===== config.mk =====
export PLATFORM = sky130hd
export DESIGN_NAME = deadband_position_controller
export DESIGN_NICKNAME = d
export VERILOG_FILES = /design/src/hw/rtl/dpc_pkg.sv /design/src/hw/rtl/dpc_div.sv /design/src/hw/rtl/dpc_law.sv /design/src/hw/rtl/deadband_position_controller.sv
export SDC_FILE = /design/constraint.sdc
export NUM_CORES = 1
export LEC_CHECK = 0
export BUFFER_PORTS_ARGS = -buffer_cell sky130_fd_sc_hd__buf_2
export CAP_MARGIN = 20
export CORE_MARGIN = 2
export CORE_UTILIZATION = 30
export CTS_BUF_LIST = sky130_fd_sc_hd__clkbuf_16
export CTS_CLUSTER_DIAMETER = 60
export DETAILED_ROUTE_END_ITERATION = 12
export PLACE_DENSITY = 0.53
export SLEW_MARGIN = 20
export SYNTH_ARGS = -nofsm -noshare
export SYNTH_HDL_FRONTEND = slang
export SYNTH_HIERARCHICAL = 1
export SYNTH_SLANG_ARGS = --single-unit

===== constraint.sdc =====
create_clock -name clk -period 5.75 [get_ports clk]
set_clock_uncertainty 0.15 [all_clocks]
set_input_delay 0.2875 -clock clk [delete_from_list [all_inputs] [get_ports clk]]
set_output_delay 0.2875 -clock clk [all_outputs]
set_load 0.05 [all_outputs]

===== src/hw/rtl/dpc_pkg.sv =====
// Shared types and constants for the deadband position controller.
package dpc_pkg;

  // Field widths fixed by the interface
  localparam int POS_W = 20;
  localparam int CFG_W = 12;
  localparam int TOL_W = 7;
  localparam int DRV_W = 8;
  localparam int ST_W  = 2;

  // Command codes
  typedef enum logic [1:0] {
    MODE_TICK  = 2'd0,
    MODE_GOAL  = 2'd1,
    MODE_INIT  = 2'd2,
    MODE_FORCE = 2'd3
  } mode_t;

  // Motor state codes (code 3 is unused)
  localparam logic [ST_W-1:0] ST_READY   = 2'd0;
  localparam logic [ST_W-1:0] ST_MOVING  = 2'd1;
  localparam logic [ST_W-1:0] ST_STALLED = 2'd2;

  // Drive levels
  localparam logic [DRV_W-1:0] DRV_FULL = 8'd255;
  localparam logic [DRV_W-1:0] DRV_OFF  = 8'd0;

  // Percent saturation limits
  localparam logic [POS_W-1:0] PCT_MAX     = 20'h7FFFF;
  localparam logic [POS_W-1:0] PCT_MIN     = 20'h80000;
  localparam int               PCT_POS_MAG = 524287;
  localparam int               PCT_NEG_MAG = 524288;

  // Config register indexes
  localparam logic [1:0] REG_MIN = 2'd0;
  localparam logic [1:0] REG_MAX = 2'd1;
  localparam logic [1:0] REG_TOL = 2'd2;

  // Result of one control-law update
  typedef struct packed {
    logic [DRV_W-1:0] drive_a;
    logic [DRV_W-1:0] drive_b;
    logic [ST_W-1:0]  motor_state;
  } law_out_t;

endpackage


===== src/hw/rtl/dpc_div.sv =====
// Bit-serial restoring divider on unsigned magnitudes, one quotient bit per cycle.
module dpc_div #(
  parameter int NUM_BITS = 19,
  parameter int DEN_BITS = 12
) (
  input  logic                clk,
  input  logic                rst,
  input  logic                start,
  input  logic [NUM_BITS-1:0] dividend,
  input  logic [DEN_BITS-1:0] divisor,
  output logic                busy,
  output logic [NUM_BITS-1:0] quotient
);

  localparam int CNT_W = $clog2(NUM_BITS + 1);

  logic [NUM_BITS-1:0] quo;
  logic [DEN_BITS-1:0] rem;
  logic [DEN_BITS-1:0] den;
  logic [CNT_W-1:0]    count;

  logic [DEN_BITS:0]   shifted;
  logic [DEN_BITS+1:0] trial;

  // One restoring step: shift in the next dividend bit, try the subtract
  always_comb begin
    shifted = {rem, quo[NUM_BITS-1]};
    trial   = {1'b0, shifted} - {2'b00, den};
  end

  // Step control
  always_ff @(posedge clk) begin
    if (rst) begin
      busy  <= 1'b0;
      count <= '0;
    end else if (start) begin
      busy  <= 1'b1;
      count <= CNT_W'(NUM_BITS);
    end else if (busy) begin
      count <= count - 1'b1;
      if (count == CNT_W'(1)) begin
        busy <= 1'b0;
      end
    end
  end

  // Datapath: quotient bits enter at the bottom as dividend bits leave the top
  always_ff @(posedge clk) begin
    if (start) begin
      quo <= dividend;
      rem <= '0;
      den <= divisor;
    end else if (busy) begin
      quo <= {quo[NUM_BITS-2:0], ~trial[DEN_BITS+1]};
      rem <= trial[DEN_BITS+1] ? shifted[DEN_BITS-1:0] : trial[DEN_BITS-1:0];
    end
  end

  assign quotient = quo;

endmodule


===== src/hw/rtl/dpc_law.sv =====
// Control state, goal and drive levels; bang-bang law with an open deadband.
module dpc_law (
  input  logic                                 clk,
  input  logic                                 rst,
  input  logic                                 commit,
  input  dpc_pkg::mode_t                       cmd,
  input  logic signed [dpc_pkg::POS_W-1:0]     pos,
  input  logic signed [dpc_pkg::POS_W-1:0]     goal_in,
  input  logic [dpc_pkg::ST_W-1:0]             force_state,
  input  logic [dpc_pkg::TOL_W-1:0]            tol,
  output dpc_pkg::law_out_t                    nxt
);

  logic [dpc_pkg::ST_W-1:0]           ctrl_state;
  logic signed [dpc_pkg::POS_W-1:0]   goal;
  logic [dpc_pkg::DRV_W-1:0]          drv_a;
  logic [dpc_pkg::DRV_W-1:0]          drv_b;

  logic [dpc_pkg::ST_W-1:0]           ctrl_state_next;
  logic signed [dpc_pkg::POS_W-1:0]   goal_next;
  logic [dpc_pkg::DRV_W-1:0]          drv_a_next;
  logic [dpc_pkg::DRV_W-1:0]          drv_b_next;

  logic signed [dpc_pkg::POS_W:0]     delta;
  logic [dpc_pkg::POS_W:0]            mag;
  logic                               outside;
  logic                               in_band;
  logic                               above;

  // Error against goal; band test is |delta| < tol, moving is |delta| > tol
  always_comb begin
    delta   = {pos[dpc_pkg::POS_W-1], pos} - {goal[dpc_pkg::POS_W-1], goal};
    mag     = delta[dpc_pkg::POS_W] ? -delta : delta;
    outside = mag > (dpc_pkg::POS_W+1)'(tol);
    in_band = mag < (dpc_pkg::POS_W+1)'(tol);
    above   = !delta[dpc_pkg::POS_W] && (delta != '0);
  end

  // Next state per command
  always_comb begin
    ctrl_state_next = ctrl_state;
    goal_next       = goal;
    drv_a_next      = drv_a;
    drv_b_next      = drv_b;
    case (cmd)
      dpc_pkg::MODE_TICK: begin
        if (ctrl_state inside {dpc_pkg::ST_READY, dpc_pkg::ST_MOVING}) begin
          ctrl_state_next = outside ? dpc_pkg::ST_MOVING : dpc_pkg::ST_READY;
          if (in_band) begin
            drv_a_next = dpc_pkg::DRV_OFF;
            drv_b_next = dpc_pkg::DRV_OFF;
          end else if (above) begin
            drv_a_next = dpc_pkg::DRV_FULL;
            drv_b_next = dpc_pkg::DRV_OFF;
          end else begin
            drv_a_next = dpc_pkg::DRV_OFF;
            drv_b_next = dpc_pkg::DRV_FULL;
          end
        end else if (ctrl_state == dpc_pkg::ST_STALLED) begin
          drv_a_next = dpc_pkg::DRV_OFF;
          drv_b_next = dpc_pkg::DRV_OFF;
        end
      end
      dpc_pkg::MODE_GOAL: begin
        goal_next       = goal_in;
        ctrl_state_next = dpc_pkg::ST_MOVING;
      end
      dpc_pkg::MODE_INIT: begin
        goal_next = pos;
      end
      dpc_pkg::MODE_FORCE: begin
        // unused code leaves the state alone
        if (force_state inside {dpc_pkg::ST_READY, dpc_pkg::ST_MOVING,
                                dpc_pkg::ST_STALLED}) begin
          ctrl_state_next = force_state;
        end
      end
      default: begin
        ctrl_state_next = ctrl_state;
      end
    endcase
  end

  always_ff @(posedge clk) begin
    if (rst) begin
      ctrl_state <= dpc_pkg::ST_READY;
      goal       <= '0;
      drv_a      <= dpc_pkg::DRV_OFF;
      drv_b      <= dpc_pkg::DRV_OFF;
    end else if (commit) begin
      ctrl_state <= ctrl_state_next;
      goal       <= goal_next;
      drv_a      <= drv_a_next;
      drv_b      <= drv_b_next;
    end
  end

  assign nxt.drive_a     = drv_a_next;
  assign nxt.drive_b     = drv_b_next;
  assign nxt.motor_state = ctrl_state_next;

endmodule


===== src/hw/rtl/deadband_position_controller.sv =====
// Top level: command sequencer, percent conversion and result register.
// A sample tick or init command converts the sample to travel percent,
// 100*(sample-min)/(max-min) truncated toward zero and saturated to 20 bits,
// through a bit-serial divider that produces one quotient bit per cycle; such
// a command passes through prepare, load, divide, fix and apply, the divider
// running W+7 steps, W being the wider of SAMPLE_BITS and 12. With a zero span
// the divider is skipped, span_error is set and the percent is 0. Set goal and
// force state skip the divider and go straight to apply.
// One command is in work at a time; a finished result sits in the output
// register while the next command is taken in. Configuration is to be written
// only while idle; the block itself does not enforce this.
module deadband_position_controller #(
  parameter int SAMPLE_BITS = 12
) (
  input  logic                              clk,
  input  logic                              rst,
  // configuration
  input  logic                              cfg_write,
  input  logic [1:0]                        cfg_index,
  input  logic [dpc_pkg::CFG_W-1:0]         cfg_data,
  // command channel
  input  logic                              in_valid,
  output logic                              in_ready,
  input  logic [1:0]                        mode,
  input  logic [SAMPLE_BITS-1:0]            sample,
  input  logic signed [dpc_pkg::POS_W-1:0]  goal_percent,
  input  logic [dpc_pkg::ST_W-1:0]          target_state,
  // result channel
  output logic                              out_valid,
  input  logic                              out_ready,
  output logic [dpc_pkg::DRV_W-1:0]         drive_a,
  output logic [dpc_pkg::DRV_W-1:0]         drive_b,
  output logic [dpc_pkg::ST_W-1:0]          motor_state,
  output logic signed [dpc_pkg::POS_W-1:0]  position_percent,
  output logic                              span_error
);

  // offset magnitude covers both the sample and the config registers
  localparam int DIF_W  = (SAMPLE_BITS > dpc_pkg::CFG_W) ? SAMPLE_BITS : dpc_pkg::CFG_W;
  localparam int NUM_W  = DIF_W + 7;
  localparam int DEN_W  = dpc_pkg::CFG_W;
  localparam int WIDE_W = (NUM_W > dpc_pkg::POS_W + 1) ? NUM_W : dpc_pkg::POS_W + 1;

  typedef enum logic [5:0] {
    S_IDLE  = 6'b000001,
    S_PREP  = 6'b000010,
    S_LOAD  = 6'b000100,
    S_DIV   = 6'b001000,
    S_FIX   = 6'b010000,
    S_APPLY = 6'b100000
  } fsm_t;

  fsm_t state;

  // Config registers
  logic [DEN_W-1:0]          min_pos;
  logic [DEN_W-1:0]          max_pos;
  logic [dpc_pkg::TOL_W-1:0] tol;

  // Captured command
  dpc_pkg::mode_t                    cmd;
  logic [SAMPLE_BITS-1:0]            smp;
  logic signed [dpc_pkg::POS_W-1:0]  goal_in;
  logic [dpc_pkg::ST_W-1:0]          force_st;

  // Working values
  logic                              num_neg;
  logic [DIF_W-1:0]                  dmag;
  logic                              den_neg;
  logic [DEN_W-1:0]                  den_mag;
  logic signed [dpc_pkg::POS_W-1:0]  pos;
  logic                              zero_span;

  logic [DIF_W:0]         diff;
  logic [DIF_W:0]         diff_neg;
  logic [DEN_W:0]         span;
  logic [DEN_W:0]         span_neg;
  logic [NUM_W-1:0]       num100;
  logic [NUM_W-1:0]       qmag;
  logic [WIDE_W-1:0]      qwide;
  logic                   div_busy;
  logic                   in_xfer;
  logic                   out_free;
  logic                   commit;
  dpc_pkg::law_out_t      law_nxt;

  assign in_ready = (state == S_IDLE);
  assign in_xfer  = in_valid && in_ready;
  assign out_free = !out_valid || out_ready;
  assign commit   = (state == S_APPLY) && out_free;

  // Config writes
  always_ff @(posedge clk) begin
    if (rst) begin
      min_pos <= '0;
      max_pos <= 12'd4095;
      tol     <= 7'd5;
    end else if (cfg_write) begin
      case (cfg_index)
        dpc_pkg::REG_MIN: min_pos <= cfg_data;
        dpc_pkg::REG_MAX: max_pos <= cfg_data;
        dpc_pkg::REG_TOL: tol     <= cfg_data[dpc_pkg::TOL_W-1:0];
        default: ;
      endcase
    end
  end

  // Offset from min and span, both as sign and magnitude
  always_comb begin
    diff     = (DIF_W+1)'(smp) - (DIF_W+1)'(min_pos);
    diff_neg = -diff;
    span     = {1'b0, max_pos} - {1'b0, min_pos};
    span_neg = -span;
  end

  // Times 100 as 64 + 32 + 4
  assign num100 = (NUM_W'(dmag) << 6) + (NUM_W'(dmag) << 5) + (NUM_W'(dmag) << 2);

  dpc_div #(
    .NUM_BITS (NUM_W),
    .DEN_BITS (DEN_W)
  ) u_div (
    .clk      (clk),
    .rst      (rst),
    .start    (state == S_LOAD),
    .dividend (num100),
    .divisor  (den_mag),
    .busy     (div_busy),
    .quotient (qmag)
  );

  assign qwide = WIDE_W'(qmag);

  dpc_law u_law (
    .clk         (clk),
    .rst         (rst),
    .commit      (commit),
    .cmd         (cmd),
    .pos         (pos),
    .goal_in     (goal_in),
    .force_state (force_st),
    .tol         (tol),
    .nxt         (law_nxt)
  );

  // Sequencer
  always_ff @(posedge clk) begin
    if (rst) begin
      state <= S_IDLE;
    end else begin
      case (state)
        S_IDLE: begin
          if (in_xfer) begin
            if (mode inside {dpc_pkg::MODE_TICK, dpc_pkg::MODE_INIT}) begin
              state <= S_PREP;
            end else begin
              state <= S_APPLY;
            end
          end
        end
        S_PREP:  state <= (span == '0) ? S_APPLY : S_LOAD;
        S_LOAD:  state <= S_DIV;
        S_DIV:   if (!div_busy) state <= S_FIX;
        S_FIX:   state <= S_APPLY;
        S_APPLY: if (out_free) state <= S_IDLE;
        default: state <= S_IDLE;
      endcase
    end
  end

  // Command capture and percent datapath
  always_ff @(posedge clk) begin
    if (in_xfer) begin
      cmd       <= dpc_pkg::mode_t'(mode);
      smp       <= sample;
      goal_in   <= goal_percent;
      force_st  <= target_state;
      pos       <= '0;
      zero_span <= 1'b0;
    end
    if (state == S_PREP) begin
      num_neg   <= diff[DIF_W];
      dmag      <= diff[DIF_W] ? diff_neg[DIF_W-1:0] : diff[DIF_W-1:0];
      den_neg   <= span[DEN_W];
      den_mag   <= span[DEN_W] ? span_neg[DEN_W-1:0] : span[DEN_W-1:0];
      zero_span <= (span == '0);
    end
    // Sign and saturation of the quotient
    if (state == S_FIX) begin
      if (!(num_neg ^ den_neg)) begin
        pos <= (qwide > WIDE_W'(dpc_pkg::PCT_POS_MAG)) ? dpc_pkg::PCT_MAX
                                                       : qwide[dpc_pkg::POS_W-1:0];
      end else begin
        pos <= (qwide > WIDE_W'(dpc_pkg::PCT_NEG_MAG)) ? dpc_pkg::PCT_MIN
                                                       : -qwide[dpc_pkg::POS_W-1:0];
      end
    end
  end

  // Result register
  always_ff @(posedge clk) begin
    if (rst) begin
      out_valid <= 1'b0;
    end else if (commit) begin
      out_valid <= 1'b1;
    end else if (out_ready) begin
      out_valid <= 1'b0;
    end
  end

  always_ff @(posedge clk) begin
    if (commit) begin
      drive_a          <= law_nxt.drive_a;
      drive_b          <= law_nxt.drive_b;
      motor_state      <= law_nxt.motor_state;
      position_percent <= pos;
      span_error       <= zero_span;
    end
  end

endmodule

==> results of run 1 <==
[synth_stat cells, types with 9 or more instances]
cell | count | area, um^2
clkbuf_1 | 32 | 120
a21o_1 | 21 | 158
or3_1 | 13 | 81.3
mux2i_1 | 38 | 380
mux2_2 | 19 | 214
xnor2_1 | 55 | 482
o21ai_0 | 48 | 240
nor3b_1 | 9 | 67.6
xor2_1 | 36 | 315
a31oi_1 | 10 | 62.6
o21a_1 | 14 | 105
ha_1 | 89 | 1110
nand3b_1 | 23 | 173
and2_1 | 10 | 62.6
nor2_1 | 147 | 552
nor2b_1 | 12 | 75.1
edfxtp_1 | 153 | 4590
o21ai_1 | 33 | 165
nand2_1 | 119 | 447
nor4_1 | 14 | 87.6
dfxtp_1 | 94 | 1880
nand2b_1 | 10 | 62.6
inv_1 | 101 | 379
fa_1 | 13 | 260
nor3_1 | 19 | 95.1
nand3_1 | 24 | 120
a211oi_1 | 37 | 278
a21oi_1 | 78 | 390
[registers in the layout (all words and copies together) (netlist names), 7 cells and up]
register          flops
max_pos              12
u_law/drv_b           8
position_percent     20
tol                   7
den_mag              12
u_div/quotient       19
smp                  12
u_law/drv_a           8
u_div/rem            12
pos                  20
u_div/den            12
min_pos              12
dmag                 12
drive_a               8
u_law/goal           20
goal_in              20
drive_b               8
[area by class of cell]
| cell class | count | area (um^2) |
|---|---|---|
| fill | 4787 | 30700 |
| multi-input combinational | 1042 | 7440 |
| sequential | 247 | 6480 |
| timing repair buffer | 156 | 1060 |
| clock buffer | 31 | 776 |
| tap | 615 | 769 |
| inverter | 102 | 383 |
| clock inverter | 25 | 175 |
[worst min-delay path by stage]
stage,start,end,cells after the start
2_1_floorplan,rst,u_div/busy,1
3_3_place_gp,den_mag[5],u_div/den[5],0
3_5_place_dp,den_mag[5],u_div/den[5],0
4_1_cts,cfg_index[0],min_pos[11],5
5_1_grt,cfg_index[0],min_pos[11],5
6_report,cfg_index[1],min_pos[7],5
[kinds of logic (layout without fill, tap and decap cells)]
kind of cell	after synthesis	after routing	synth area share [%]
simple gates	450	450	15.5
compound gates	339	339	16.3
flops	247	247	44.5
buf+inv	155	314	4.49
fa+ha+maj	102	102	9.45
mux	58	58	4.16
other cells	1	2	0.0258
xor+xnor	91	91	5.48
[report_power, final]
group / switching (W) / leakage [nW] / internal [W] / total [W]
Combinational: 0.000946 / 3.83 / 0.000672 / 0.00162
Clock: 0.000774 / 0.481 / 0.00103 / 0.00180
Sequential: 0.0000958 / 2.18 / 0.00205 / 0.00215
Total: 0.00182 / 6.49 / 0.00375 / 0.00557
[routing by layer]
metal	share of wire (%)	GRT usage [%]	up-vias
li1	-	-	5470
met1	47	18.2	5064
met2	47	23.1	188
met3	3.5	1.92	45
met4	2.2	3.23	0
met5	0	0	-
[worst min-delay path, cell delays in order]
cell and delay [ns]:
buf_2 0.11, nor3b_2 0.05, buf_4 0.20, a21oi_1 0.16, nor2_1 0.04
[metrics by stage]
stage	util, %	hold slack, ns	area, um^2
4_1_cts	35.8	0.153	17100
3_5_place_dp	32.7	0.256	15600
6_report	35.8	0.179	17100
3_3_place_gp	32.7	0.250	15600
5_1_grt	35.8	0.182	17100
2_1_floorplan	-	0.210	14500
[timing repair]
| item | 4_1_cts | 5_1_grt |
|---|---|---|
| endpoints found under the hold margin | 70 | 0 |
| hold buffers | 51 | 0 |
| endpoints found under the setup margin | 0 | 0 |
| gates resized for setup | 0 | 0 |
[cell usage in the layout (no fill, tap or decap), drive strengths merged, types with 25 or more instances in the layout]
master       netlist  final
a211oi            42     42
mux2i             38     38
edfxtp           153    153
dfxtp             94     94
nand2            120    120
buf               20    105
xnor2             55     55
o21ai             82     82
a21o              25     25
nor2             149    149
dlygate4sd3        0     51
ha                89     89
xor2              36     36
clkbuf            33     31
a21oi             84     84
inv              102    110
==> metrics.md, run 1 <==
| Metric | Value |
|---|---|
| Avg Cell Area, Syn | `10.1 um^2` |
| DIE AREA | `roughly 50,000 um^2` |
| Critical Path Slowest Stage Cell | `fa_1` |
| Die H | `224 um` |
| CP top delay family | `compound AO/OA/AOI/OAI gates` |
| Port Buf Inserts | `95` |
| CP Cell Sequence | `inv_1 > ha_1 > fa_1 > nand2b_1 > a21o_2 > a211oi_2 > o21ba_4 > a21o_1 > nor2_1 > a21oi_1 > ha_1 > nor2b_1 > o21a_1 > o21a_1 > o21a_1 > o21a_1 > o21a_1 > nor2_1 > o21ai_0 > nor4_4 > buf_4 > o21ai_1` |
| Clock Latency Late Sink | `0.59 ns` |
| Most frequent CP cell | `o21a_1` |
| Outcome | `completed` |
| RSZ-0062 raised after global routing | `no` |
| Register bit total from synthesis | `247` |
| Worst setup EP type | `flop` |
| Share of cells above drive strength 1 | `between 10% and 20%` |
| Antenna violations before repair | `0` |
| DRT iter0 DRCs | `531` |
| Placed Cells | `2,111` |
| Minimum clock period | `5.23 ns` |
| Crit-path max cell delay | `0.41 ns` |
| Overflow after GRT | `0` |
| Synth-to-layout area growth | `17.5%` |
| Worst-Margin Slew | `1.06 ns` |
| Number of global-route vias before repair | `around 11,000` |
| Non-Filler Instances | `roughly 2,200` |
| Total track usage | `13.6%` |
| Clock net sink count | `247` |
| Post-route DRC | `0` |
| Vias per cell | `4.85` |
| Final period util | `91.0%` |
| FF-to-FF End | `drive_a[6]` |
| Largest net degree at the start of global routing | `between 60 and 70` |
| Critical Path Stages | `22` |
| Main synth FF type | `edfxtp_1` |
| Initial core utilization | `30.5%` |
| Leak | `around 6.5 nW` |
| DRT Pass-1 Iters | `5` |
| CP Class | `reg -> reg` |
| Routed Antenna Nets | `0` |
| Endpoints failing setup | `0` |
| Slack of the critical path | `between 0.5 and 0.6 ns` |
| Area of the mapped netlist | `14,500 um^2` |
| CP startpoint | `pos[0]` |
| F_max | `0.191 GHz` |
| Dpl ws | `0.533 ns` |
| Clk pin slew, worst setup/hold paths | `~0.060 ns` |
| Worst Setup Start Kind | `flop` |
| Layout Nets | `1,736` |
| Root Driver | `clkbuf_16` |
| Top Ports | `96` |
| CP bufs+invs | `2` |
| H-tree depth | `1` |
| Via count | `10,800` |
| R2r setup slk | `0.52 ns` |
| Hold Crit Class | `in -> reg` |
| Final wirelength | `34,500 um` |
| Critical path endpoint | `drive_a[6]` |
| Pwr/cell area | `326 nW/um^2` |
| Critical path peak fanout | `32` |
| Die X | `between 200 and 250 um` |
| Worst Path Required | `5.92 ns` |
| Setup TNS | `0 ns` |
| GP Congestion | `roughly 0.85` |
| First-pass GRT wire length | `roughly 55,000 um` |
| DP HPWL | `approximately 26,000 um` |
| R2R cell count | `22` |
| Number of flops mapped to enable cells by yosys | `153` |
| Slew headroom | `29.2%` |
| Routed len/inst | `15.5 um` |
| Asr flop ratio synth | `0%` |
| Final Hold Violating Endpoints | `0` |
| Peak supply drop | `~0.20 mV` |
| Clock Path Buffers | `3` |
| Total power | `0.00557 W` |
| FP Rows | `80` |
| Max-slew violations | `0` |
| WP data arrival | `5.40 ns` |
| Sequential share of the synthesized area | `approximately 45%` |
| # diodes | `0` |
| Cts bufs inserted | `30` |
| Core ar. | `47,700 um^2` |
| Yosys synthesis warning count | `6` |
| Unique cell type count in the Yosys netlist | `103` |
| Number of setup buffers added after CTS | `0` |
| Mapped Cells | `1,443` |
| Critical R2R Launch | `pos[0]` |
| CTS tree | `done` |
| Max capacitance violation total | `0` |
Note: power is estimated with default switching activity, not from simulation.
==> run 2: changes to the inputs <==
ABC_AREA = 1   (was not set)
==> metrics.md, run 2 <==
| Metric | Value |
|---|---|
| Outcome | `completed` |
| DP HPWL | `30,500 um (+19%)` |
| Pwr/cell area | `305 nW/um^2 (-6.4%)` |
| Die H | `232 um (+3.6%)` |
| Hold Startpoint | `out_ready` |
| Number of flops mapped to enable cells by yosys | `153 (unchanged)` |
| Worst setup EP type | `flop` |
| Crit-path max cell delay | `0.39 ns (-0.02 ns)` |
| DIE AREA | `54,000 um^2 (+7.4%)` |
| Most common cell in the netlist | `nand2_1` |
| Antenna violations before repair | `1 (+1)` |
| Routed len/inst | `13.7 um (-12%)` |
| XOR/XNOR Fraction of Synth Area | `3.22% (-2.3 points)` |
| Endpoints failing setup | `0 (unchanged)` |
| Area leader, netlist | `edfxtp_1` |
| Die X | `232 um (+3.6%)` |
| Max capacitance violation total | `0 (unchanged)` |
| Routed Antenna Nets | `0 (unchanged)` |
| Resized Gates After CTS | `0 (unchanged)` |
| Port Buf Inserts | `95 (unchanged)` |
| Hold_ws | `0.0536 ns (-0.125 ns)` |
| Slew headroom | `27.0% (-2.2 points)` |
| CP startpoint | `pos[0]` |
| Layout Nets | `2,338 (+35%)` |
| Post-synth top cells | `nand2_1 (587), inv_1 (338), nand3_1 (158)` |
| Minimum clock period | `4.81 ns (-0.422 ns)` |
| Dpl ws | `0.995 ns (+0.462 ns)` |
| Root Driver | `clkbuf_16` |
| Commonest cells after routing, fill and taps aside | `nand2_1 (587), inv_1 (342), nand3_1 (158)` |
| Worst Path Required | `6.03 ns (+0.11 ns)` |
| Area of the mapped netlist | `15,600 um^2 (+7.5%)` |
| Unique cell type count in the Yosys netlist | `60 (-42%)` |
| WP data arrival | `5.08 ns (-0.32 ns)` |
| Setup TNS | `0 ns (unchanged)` |
| Hold Crit Class | `in -> reg` |
| Cts hold-fix bufs | `53 (+3.9%)` |
| Final Hold Violating Endpoints | `0 (unchanged)` |
| Critical R2R Launch | `pos[0]` |
| Overflow after GRT | `0 (unchanged)` |
| Largest net degree at the start of global routing | `76 (+10%)` |
| Total power | `0.00565 W (+1.4%)` |
| Synth top area cells | `edfxtp_1 (29%), nand2_1 (14%), dfxtp_1 (12%), inv_1 (8.1%), ha_1 (7.1%)` |
| CP Class | `reg -> reg` |
| Post-route DRC | `0 (unchanged)` |
| Mapped Cells | `2,028 (+41%)` |
| Worst-Margin Slew | `1.09 ns (+0.0316 ns)` |
| Vias per cell | `4.50 (-7.4%)` |
| Final core occ | `36.0% (+0.24 points)` |
| First-pass GRT wire length | `64,400 um (+16%)` |
| Most frequent CP cell | `nand2_1` |
| Register bit total from synthesis | `247 (unchanged)` |
| Avg Cell Area, Syn | `7.71 um^2 (-23%)` |
| Clock Latency Late Sink | `0.55 ns (-0.04 ns)` |
| Critical path peak fanout | `31 (-3.1%)` |
| H-tree depth | `2 (+1)` |
| Synth top area share | `29.4% (-2.2 points)` |
| FP Rows | `83 (+3.8%)` |
| F_max | `0.208 GHz (+8.8%)` |
| Final period util | `83.6% (-7.3 points)` |
| Clock Path Buffers | `3 (unchanged)` |
| Worst Setup Start Kind | `flop` |
| Slack of the critical path | `0.942 ns (+0.422 ns)` |
| DRT iter0 DRCs | `701 (+32%)` |
| Post-synthesis adder-cell area fraction | `8.79% (-0.66 points)` |
| Largest family of logic cells by synthesized area | `simple AND/OR/NAND/NOR gates` |
| DRT Pass-1 Iters | `5 (unchanged)` |
| Post-synthesis mux area share | `0% (-4.2 points)` |
| Core ar. | `51,400 um^2 (+7.7%)` |
| Max-slew violations | `0 (unchanged)` |
| Initial core utilization | `30.4% (-0.039 points)` |
| Compound-cell area share of the yosys netlist | `7.57% (-8.8 points)` |
| GP Congestion | `0.858 (+1.5%)` |
| Asr flop ratio synth | `0% (unchanged)` |
| Simple-gate share of the synthesized area | `28.9% (+13 points)` |
| Clock net sink count | `247 (unchanged)` |
| Top Ports | `96 (unchanged)` |
| Via count | `13,000 (+21%)` |
| Total track usage | `14.9% (+1.4 points)` |
| Number of global-route vias before repair | `12,600 (+20%)` |
| CTS tree | `done` |
| Yosys synthesis warning count | `6 (unchanged)` |
| Clk pin slew, worst setup/hold paths | `0.06 ns (about the same)` |
| Most common cell after layout, fill and taps aside | `nand2_1` |
| Share of cells above drive strength 1 | `12.0% (-2.1 points)` |
| Final wirelength | `39,700 um (+15%)` |
| Number of setup buffers added after CTS | `0 (unchanged)` |
| Sequential share of the synthesized area | `41.4% (-3.1 points)` |
| Synth-to-layout area growth | `18.4%` |
| Leak | `8.68 nW (+34%)` |
| Main synth FF type | `edfxtp_1` |
| RSZ-0062 raised after global routing | `no` |
| Peak supply drop | `0.205 mV (+0.65%)` |
| Critical Path Slowest Stage Cell | `fa_1` |
| Cts bufs inserted | `36 (+20%)` |
-- run 2: cells by family (layout without fill, tap and decap cells) --
logic type | after synthesis | in the layout
other cells | 1 | 3
fa+ha+maj | 102 | 102
compound gates | 200 | 200
flops | 247 | 247
xor+xnor | 52 | 52
buf+inv | 401 | 581
simple gates | 1025 | 1025
-- run 2: final timing paths --
check / cells past startpoint / slack (ns) / endpoint
min: 4 / 0.05 / out_valid
max: 29 / 0.94 / u_law/drv_a[4]
max reg2reg: 29 / 0.94 / u_law/drv_a[4]
min reg2reg: 0 / 0.27 / u_div/den[11]
-- run 2: metrics by stage --
| stage | instances | instance area, um^2 |
|---|---|---|
| after detailed placement | 2770 | 16800 |
| after global placement | 2770 | 16800 |
| final | 2890 | 18500 |
| after floorplan | 2029 | 15600 |
| after global routing | 2889 | 18500 |
| after CTS | 2889 | 18500 |
-- run 2: power breakdown --
part	total [W]	switching (W)	internal [W]
Combinational	0.00142	0.000932	0.000486
Clock	0.00215	0.000849	0.00130
Sequential	0.00208	0.0000551	0.00202
Total	0.00565	0.00184	0.00381
-- run 2: worst max-delay path, delay by kind of cell, from the launching register on --
kind | cells | cell delay, ns
XOR/XNOR | 1 | 0.17
buffers and inverters | 4 | 0.28
flip-flops | 1 | 0.36
AND/OR/NAND/NOR | 17 | 2.25
adder cells (fa/ha/maj) | 3 | 0.90
AO/OA/AOI/OAI | 4 | 0.59
-- run 2: per-layer routing --
metal  vias up  GRT usage, %  wire length (um)
met5         -             0                 0
met4         0          5.43              1130
met3        56          2.35              1420
met2       206          24.1             17600
met1      5889          20.1             19500
li1       6844             -                 -
-- run 2: area by class of cell --
| type | instances | area (um^2) |
|---|---|---|
| Clock inverter | 28 | 216 |
| Tap cell | 680 | 851 |
| Antenna cell | 1 | 2.50 |
| Inverter | 359 | 1350 |
| Fill cell | 5326 | 32900 |
| Sequential cell | 247 | 6480 |
| Clock buffer | 38 | 951 |
| Multi-Input combinational cell | 1381 | 7610 |
| Timing Repair Buffer | 156 | 1070 |
==> run 3: changes to the inputs <==
clock period = 4.5 ns   (was 5.75 ns; I/O delays follow)
==> metrics.md, run 3 (same netlist as run 2, synthesis figures left out) <==
| Metric | Value |
|---|---|
| Clock net sink count | `247 (unchanged)` |
| Antenna violations before repair | `2 (+1)` |
| Hold Startpoint | `sample[5]` |
| CP Class | `reg -> reg` |
| DRT Pass-1 Iters | `5 (unchanged)` |
| Worst-Margin Slew | `1.02 ns (-0.0740 ns)` |
| Worst Setup Start Kind | `flop` |
| Post-route DRC | `0 (unchanged)` |
| Die H | `232 um (unchanged)` |
| Die X | `232 um (unchanged)` |
| Routed len/inst | `14.0 um (+2.3%)` |
| Placed Cells | `2,778 (+0.29%)` |
| Non-Filler Instances | `2,905 (+0.52%)` |
| Via count | `13,200 (+1.3%)` |
| Max capacitance violation total | `0 (unchanged)` |
| Critical Path Slowest Stage Cell | `edfxtp_1` |
| Leak | `8.81 nW (+1.4%)` |
| Largest net degree at the start of global routing | `76 (unchanged)` |
| Worst Path Required | `4.64 ns (-1.39 ns)` |
| First-pass GRT wire length | `64,800 um (+0.54%)` |
| Endpoints failing setup | `0 (unchanged)` |
| Most common cell after layout, fill and taps aside | `nand2_1` |
| CP startpoint | `pos[10]` |
| Slack of the critical path | `0.352 ns (-0.590 ns)` |
| Slew headroom | `31.9% (+5.0 points)` |
| Crit-path max cell delay | `0.42 ns (+0.03 ns)` |
| Final wirelength | `40,800 um (+2.8%)` |
| Share of cells above drive strength 1 | `13.2% (+1.2 points)` |
| Commonest cells after routing, fill and taps aside | `nand2_1 (586), inv_1 (340), nand3_1 (155)` |
| Routed Antenna Nets | `0 (unchanged)` |
| F_max | `0.241 GHz (+16%)` |
| Initial core utilization | `30.4% (unchanged)` |
| Hold Crit Class | `in -> reg` |
| Final Hold Violating Endpoints | `0 (unchanged)` |
| Setup TNS | `0 ns (unchanged)` |
| Top Ports | `96 (unchanged)` |
| Port Buf Inserts | `95 (unchanged)` |
| Root Driver | `clkbuf_16` |
| DIE AREA | `54,000 um^2 (unchanged)` |
| Clock Latency Late Sink | `0.56 ns (about the same)` |
| Dpl ws | `0.0830 ns (-0.912 ns)` |
| H-tree depth | `2 (unchanged)` |
| Outcome | `completed` |
| CP top delay family | `simple AND/OR/NAND/NOR gates` |
| Total track usage | `15.0% (+0.11 points)` |
| # diodes | `0 (-1)` |
| DP HPWL | `30,900 um (+1.5%)` |
| Number of setup buffers added after CTS | `0 (unchanged)` |
| Clk pin slew, worst setup/hold paths | `0.06 ns (about the same)` |
| GP Congestion | `0.882 (+2.8%)` |
| Clock Path Buffers | `3 (unchanged)` |
| Vias per cell | `4.53 (+0.75%)` |
| Max-slew violations | `0 (unchanged)` |
| Layout Nets | `2,353 (+0.64%)` |
| Overflow after GRT | `0 (unchanged)` |
| FP Rows | `83 (unchanged)` |
| Pwr/cell area | `393 nW/um^2 (+29%)` |
| Peak supply drop | `0.440 mV (+110%)` |
| Most frequent CP cell | `nand2_1` |
| CTS tree | `done` |
| CP bufs+invs | `3 (-1)` |
| Worst setup EP type | `flop` |
| DRT iter0 DRCs | `767 (+9.4%)` |
| Minimum clock period | `4.15 ns (-0.660 ns)` |
| Hold_ws | `0.230 ns (+0.177 ns)` |
| Final period util | `92.2% (+8.6 points)` |
| Critical R2R Launch | `pos[10]` |
| Number of global-route vias before repair | `12,600 (-0.016%)` |
| Cts bufs inserted | `37 (+2.8%)` |
| RSZ-0062 raised after global routing | `no` |
| Critical path peak fanout | `8 (-74%)` |
| Core ar. | `51,400 um^2 (unchanged)` |
| Synth-to-layout area growth | `20.2%` |
| WP data arrival | `4.29 ns (-0.79 ns)` |
==> run 3: through the flow <==
step                      area (um^2)  power (W)  util [%]
after floorplan                 15600    0.00407         -
after global placement          16900    0.00447      32.8
after detailed placement        16900    0.00449      32.8
after CTS                       18700    0.00744      36.3
after global routing            18800    0.00783      36.6
final                           18800    0.00738      36.6
==> run 3: metal layers <==
| metal | vias to the layer above | share of wire, % | track usage [%] |
|---|---|---|---|
| met4 | 0 | 3.1 | 5.67 |
| li1 | 6867 | - | - |
| met3 | 58 | 4.2 | 2.36 |
| met2 | 244 | 45 | 24.3 |
| met5 | - | 0 | 0 |
| met1 | 5991 | 48 | 20.2 |
==> run 3: worst reg2reg max path: stages (launching register included) <==
cell and delay, ns:
edfxtp_1 0.42, ha_1 0.40, nand2_1 0.16, inv_1 0.07
nand2_1 0.06, nand2_1 0.08, inv_1 0.09, nand3_2 0.09
nand2_2 0.08, nand2_1 0.06, nand2_2 0.10, nand2_4 0.07
nand2_1 0.07, xor2_1 0.14, inv_1 0.05, ha_1 0.29
a21o_1 0.19, o21ai_1 0.14, a21oi_1 0.10, a211oi_2 0.16
nand2_1 0.11, nor2_2 0.15, nand3_1 0.09, nor2_2 0.15
nand2_4 0.14, nand3_2 0.21, nand2_1 0.08
==> run 3: what timing repair did <==
| action | 4_1_cts | 5_1_grt |
|---|---|---|
| resized for setup | 0 | 17 |
| hold buffers | 55 | 0 |
| hold endpoints to repair | 75 | 0 |
| endpoints found under the setup margin | 0 | 34 |
==> run 3: path summary, 6_finish.rpt <==
path           endpoint  slack, ns  cells past startpoint
min reg2reg  span_error       0.26                      0
max reg2reg  drive_a[2]       0.35                     26
min              smp[5]       0.23                      2
max          drive_a[2]       0.35                     26
==> run 3: power breakdown <==
group	switching, W	total, W	internal, W
Combinational	0.00122	0.00187	0.000645
Clock	0.00115	0.00286	0.00171
Sequential	0.0000699	0.00265	0.00258
Total	0.00244	0.00738	0.00494
==> run 3: final cells by class <==
type	instances	area, um^2
tap	680	851
inverter	359	1350
timing repair buffer	168	1180
clock buffer	40	1000
fill	5361	32600
sequential	247	6480
clock inverter	28	241
multi-input combinational	1383	7700
